<file path="src/rtl/rasq_pkg.sv">
`timescale 1ns / 1ps

package rasq_pkg;

    localparam int SIZE_W      = 26;
    localparam int ALLOC_W     = 28;
    localparam int BUCKET_W    = 5;
    localparam int MODE_W      = 2;
    localparam int FACTOR_W    = 14;
    localparam int REG_INDEX_W = 2;
    localparam int CLASS_W     = 25;
    localparam int PRODUCT_W   = SIZE_W + FACTOR_W;
    localparam int Q_SHIFT     = 12;

    typedef logic [SIZE_W-1:0]      size_t;
    typedef logic [ALLOC_W-1:0]     alloc_t;
    typedef logic [BUCKET_W-1:0]    bucket_t;
    typedef logic [MODE_W-1:0]      mode_t;
    typedef logic [FACTOR_W-1:0]    factor_t;
    typedef logic [REG_INDEX_W-1:0] reg_index_t;
    typedef logic [CLASS_W-1:0]     class_t;
    typedef logic [PRODUCT_W-1:0]   product_t;

    localparam int CLASS_COUNT = 19;
    localparam bucket_t LAST_CLASS = bucket_t'(CLASS_COUNT - 1);

    localparam class_t CLASS_BYTES [CLASS_COUNT] = '{
        25'h0000020, 25'h0000040, 25'h0000080, 25'h0000100,
        25'h0000200, 25'h0000400, 25'h0000800, 25'h0001000,
        25'h0002000, 25'h0004000, 25'h0008000, 25'h0010000,
        25'h0020000, 25'h0040000, 25'h0080000, 25'h0100000,
        25'h0200000, 25'h0400000, 25'h1000000
    };

    localparam size_t LARGE_LIMIT = size_t'(26'h0400000);
    localparam size_t LARGE_MASK  = size_t'(26'h003FFFF);
    localparam size_t MB_MASK     = size_t'(26'h00FFFFF);

    localparam factor_t Q_ONE = factor_t'(4096);

    localparam mode_t MODE_EXACT     = 2'd0;
    localparam mode_t MODE_POW2      = 2'd1;
    localparam mode_t MODE_PADDING   = 2'd2;
    localparam mode_t MODE_SIXTEENTH = 2'd3;

    localparam reg_index_t REG_SIZE_MODE      = 2'd0;
    localparam reg_index_t REG_PADDING_FACTOR = 2'd1;

    function automatic class_t class_size(bucket_t idx);
        class_t bytes;
        if (idx > LAST_CLASS)
        begin
            bytes = CLASS_BYTES[CLASS_COUNT-1];
        end
        else
        begin
            bytes = CLASS_BYTES[idx];
        end
        return bytes;
    endfunction

endpackage

</file>
<file path="src/rtl/record_allocation_size_quantizer_top.sv">
`timescale 1ns / 1ps

// Channel   | Ports                                  | Handshake
// ----------+----------------------------------------+---------------------------
// request   | request_size                           | start && !busy
// result    | alloc_size, bucket_index               | done, one cycle, no stall
// config    | wr_index, wr_data                      | wr_en
//
// One request per cycle; each request passes the input register, then the class
// compare, the Q2.12 multiply and the truncation into the result register.
// busy is always low, since the receiver never stalls and nothing iterates.
// rst_n clears the valid flags and returns size_mode to padding and
// padding_factor to 1.0.

module record_allocation_size_quantizer_top
    import rasq_pkg::*;
(
    input  logic       clk,
    input  logic       rst_n,
    input  logic       start,
    output logic       busy,
    input  size_t      request_size,
    output logic       done,
    output alloc_t     alloc_size,
    output bucket_t    bucket_index,
    input  logic       wr_en,
    input  reg_index_t wr_index,
    input  factor_t    wr_data
);

    mode_t   size_mode_reg;
    factor_t padding_factor_reg;

    logic    req_valid_reg;
    size_t   req_size_reg;

    logic    done_reg;
    alloc_t  alloc_size_reg;
    bucket_t bucket_index_reg;

    bucket_t  bucket_next;
    alloc_t   alloc_next;
    class_t   class_bytes;
    size_t    unit_mask;
    factor_t  factor_eff;
    product_t product;

    assign busy = 1'b0;

    always_ff @(posedge clk or negedge rst_n)
    begin
        if (!rst_n)
        begin
            size_mode_reg      <= MODE_PADDING;
            padding_factor_reg <= Q_ONE;
        end
        else if (wr_en)
        begin
            case (wr_index)
                REG_SIZE_MODE:      size_mode_reg      <= wr_data[MODE_W-1:0];
                REG_PADDING_FACTOR: padding_factor_reg <= wr_data;
                default:            ;
            endcase
        end
    end

    always_ff @(posedge clk or negedge rst_n)
    begin
        if (!rst_n)
        begin
            req_valid_reg <= 1'b0;
            done_reg      <= 1'b0;
        end
        else
        begin
            req_valid_reg <= start && !busy;
            done_reg      <= req_valid_reg;
        end
    end

    always_ff @(posedge clk)
    begin
        if (start && !busy)
        begin
            req_size_reg <= request_size;
        end
        if (req_valid_reg)
        begin
            alloc_size_reg   <= alloc_next;
            bucket_index_reg <= bucket_next;
        end
    end

    // Bucket is the count of classes at or below the request, capped at the last.
    always_comb
    begin
        bucket_next = '0;
        for (int i = 0; i < CLASS_COUNT - 1; i++)
        begin
            if (SIZE_W'(CLASS_BYTES[i]) <= req_size_reg)
            begin
                bucket_next = bucket_t'(i + 1);
            end
        end
    end

    assign class_bytes = class_size(bucket_next);
    assign factor_eff  = (padding_factor_reg < Q_ONE) ? Q_ONE : padding_factor_reg;
    assign product     = PRODUCT_W'(req_size_reg) * PRODUCT_W'(factor_eff);

    // Below the large limit the bucket is a power of two, so its sixteenth minus one.
    assign unit_mask = (req_size_reg >= LARGE_LIMIT) ? LARGE_MASK
                     : SIZE_W'((class_bytes >> 4) - class_t'(1));

    always_comb
    begin
        case (size_mode_reg)
            MODE_EXACT:
            begin
                alloc_next = ALLOC_W'(req_size_reg);
            end
            MODE_POW2:
            begin
                if (bucket_next == LAST_CLASS)
                begin
                    alloc_next = ALLOC_W'(req_size_reg | MB_MASK) + alloc_t'(1);
                end
                else
                begin
                    alloc_next = ALLOC_W'(class_bytes);
                end
            end
            MODE_PADDING:
            begin
                alloc_next = product[Q_SHIFT +: ALLOC_W];
            end
            default:
            begin
                if ((req_size_reg & unit_mask) == '0)
                begin
                    alloc_next = ALLOC_W'(req_size_reg);
                end
                else
                begin
                    alloc_next = ALLOC_W'(req_size_reg | unit_mask) + alloc_t'(1);
                end
            end
        endcase
    end

    assign done         = done_reg;
    assign alloc_size   = alloc_size_reg;
    assign bucket_index = bucket_index_reg;

endmodule
</file>
<file path="config.mk">
export PLATFORM = sky130hd
export DESIGN_NAME = record_allocation_size_quantizer_top
export DESIGN_NICKNAME = d
export VERILOG_FILES = /design/src/rtl/rasq_pkg.sv /design/src/rtl/record_allocation_size_quantizer_top.sv
export SDC_FILE = /design/constraint.sdc
export NUM_CORES = 1
export LEC_CHECK = 0
export ABC_CLOCK_PERIOD_IN_PS = 8700
export CAP_MARGIN = 20
export CORE_UTILIZATION = 30
export CTS_CLUSTER_DIAMETER = 50
export CTS_CLUSTER_SIZE = 25
export DETAILED_ROUTE_END_ITERATION = 8
export DONT_BUFFER_PORTS = 1
export HOLD_SLACK_MARGIN = 0.05
export PLACE_DENSITY_LB_ADDON = 0.08
export SYNTH_ARGS = -nofsm -noshare
export SYNTH_HDL_FRONTEND = slang
export SYNTH_SLANG_ARGS = --single-unit
</file>
<file path="constraint.sdc">
create_clock -name clk -period 8.7 [get_ports clk]
set_input_delay 0.435 -clock clk [delete_from_list [all_inputs] [get_ports clk]]
set_output_delay 0.435 -clock clk [all_outputs]
set_load 0.05 [all_outputs]
</file>
==> results.json <==
{
  "status": "completed",
  "grt_pass1_wl_um": 83700,
  "drtIter0Drc": 638,
  "slowest_stage": "dfstp_2",
  "end_kind": "flip-flop",
  "crit_arrival_ns": 8.29,
  "synth.area.top_cells": "fa_1, edfxtp_1, ha_1",
  "grt_max_degree": 43,
  "async_flop_share": 0.234,
  "fin_hold_ws_ns": 0.0928,
  "diodes": 0,
  "slowest_delay_ns": 0.57,
  "relSlewSlack": 0.333,
  "placed_cells": 2351,
  "synth_area_mm2": 0.0159,
  "cts_tree": "built",
  "detail-route-antenna-nets": 0,
  "finalCritPeriodShare": 0.940,
  "synth_top_family_by_area": "adder cells",
  "drtPass1Iterations": 5,
  "muxShareOfSynthArea": 0.0210,
  "synth_xor_area_frac": 0.0160,
  "syn_avg_cell_area_um2": 9.12,
  "synth_top_area_share": 0.359,
  "hp-class": "in2reg",
  "period_minus_slack_ns": 8.18,
  "fp.coreArea_mm2": 0.0517,
  "worstPathMaxFanout": 17,
  "fmax_mhz": 122,
  "synthCells": 1738,
  "crit_family": "adder cells",
  "clockBufferDepth": 2,
  "dieArea_mm2": 0.0538,
  "worst_pin_slew_ns": 1.00,
  "crit_buf_inv": 5,
  "cpMostUsedCell": "fa_1",
  "h-tree-depth": 3,
  "syn2layout_area_growth_pct": 7.12,
  "place_hpwl_um": 42800,
  "overflow": 0,
  "synth_edf_count": 59,
  "viasPerCell": 5.11,
  "port_buffers": 0,
  "ys_seq_elements": 77,
  "final_nets": 2123,
  "cts_sinks": 77,
  "instances_no_fill": 2370,
  "maxCapViolCount": 0,
  "rows": 83,
  "cp-start-kind": "flip-flop",
  "fp.dieH_um": 232,
  "wl_per_cell_um": 22.6,
  "finalMaxSlewViolations": 0,
  "largest_reg_flops": 28,
  "path_clk_slew_ns": 0.07,
  "dieWidth_um": 232,
  "clkLatencyLatePin_ns": 0.37,
  "vias": 12122,
  "setup_viol": 0,
  "yosysTopAreaCell": "fa_1",
  "crit_type": "reg2reg",
  "finalSetupTns_ns": 0,
  "rsz0062_at_grt": "false",
  "skew_ns": 0.0128,
  "yosysSeqAreaShare": 0.140,
  "syn_nets": 2176,
  "synthAdderAreaFrac": 0.444,
  "cts_setup_buffers": 0,
  "drt_wl_total_um": 53500,
  "hold_violations": 0,
  "yosys.area_share.simple": 0.191,
  "synth-compound-area-share": 0.0923,
  "start_util": 0.307,
  "route.detailed.drc": 0,
  "place_congestion": 0.908,
  "synth_ff_type": "edfxtp_1",
  "antenna_found_initial": 0,
  "numCtsBuffers": 9,
  "crit_required_ns": 8.81,
  "ys_warn_count": 0,
  "grt_pass1_vias": 13239,
  "postLayoutCoreUtil": 0.328,
  "root_buffer": "clkbuf_16",
  "grt.total_usage": 0.210,
  "num_io_pins": 81,
  "ys_types": 80,
  "drive_gt1_frac": 0.0722
}
synthesized netlist by cell type (all sizes together), types with 5 or more instances:
cell type  instances
buf                5
mux2              18
a21oi             49
xnor2             18
xor2              11
ha               108
and2             147
o211ai            10
inv              273
o2111ai            6
nand3             25
dfrtp             16
o221ai             5
nand2b             5
nor2b             16
nand4             12
o22ai              9
a31oi              7
a21o              12
nor3b              8
o21a              13
a211oi             6
or3                8
edfxtp            59
nor2              62
clkbuf           114
o21ai             33
nor4              13
nand2            252
nor3              29
fa               284
o31ai             10
or4               10
and3               7
metal layers:
metal  track usage  part of all wire  vias to the layer above
li1              -                 -                     5467
met1         0.266              0.43                     6317
met2         0.374              0.51                      288
met3        0.0359             0.046                       50
met4        0.0397             0.017                        0
met5             0                 0                        -
worst register-to-register path: stages, from the launching register on:
cell and delay [ns]:
dfstp_2 0.57, nor2_1 0.10, buf_6 0.16, nor2b_2 0.54, buf_4 0.36, nand2_1 0.11, fa_1 0.54, inv_1 0.06
fa_1 0.53, inv_1 0.06, fa_1 0.50, inv_1 0.05, fa_1 0.47, fa_1 0.54, fa_1 0.50, ha_1 0.38
a21o_1 0.21, a221oi_1 0.36, o221ai_1 0.22, a31o_2 0.32, a21oi_1 0.35, o211ai_1 0.25, a31o_2 0.26, o21a_1 0.18
nor2_1 0.11, xnor2_1 0.13, nor2_1 0.06
cell families (layout without fill, tap and decap cells):
group           after synthesis  count (layout)
simple gates                607             607
buf+inv                     394             346
fa+ha+maj                   392             392
compound gates              212             212
flops                        77              77
xor+xnor                     29              29
mux                          26              26
other cells                   1               1
timing repair:
| action | CTS | global route |
|---|---|---|
| endpoints found under the hold margin | 18 | 0 |
| hold buffers | 1 | 0 |
| resized for setup | 0 | 0 |
cells in the final DEF, fill, tap and decap left out, types with 13 or more instances in the layout:
cell type / count
dfrtp_1: 15
nor3_1: 27
and2_1: 147
mux2_2: 18
nor2_1: 62
inv_1: 273
buf_4: 52
fa_1: 284
o21ai_0: 31
nand2_1: 252
a21oi_1: 49
ha_1: 108
o21a_1: 13
nand3_1: 25
xnor2_1: 18
edfxtp_1: 59
per-stage QoR:
step                area, um2  worst slack (ns)
floorplan               15900              1.33
global placement        16600             0.525
detailed placement      16600             0.336
CTS                     17000             0.313
global route            17000            0.0540
finish                  17000             0.524
final cells by class:
type / count / area (um2)
clock buffer: 9 / 225
sequential: 77 / 2230
timing repair buffer: 55 / 417
multi-input combinational: 1267 / 12200
tap: 680 / 851
fill: 5502 / 34700
clock inverter: 7 / 80.1
inverter: 275 / 1030
worst paths after layout:
check,from,slack (ns),endpoint,cells past startpoint
min,start,0.09,req_valid_reg,0
max,padding_factor_reg[12],0.52,alloc_size[27],26
min reg2reg,padding_factor_reg[4],0.51,padding_factor_reg[4],1
max in group asynchronous,rst_n,7.51,req_valid_reg,1
max reg2reg,padding_factor_reg[12],0.52,alloc_size[27],26
min in group asynchronous,rst_n,0.61,padding_factor_reg[6],1
Power is not shown: default switching activity piles up to over one toggle a cycle in this logic, so the estimate is an artifact.
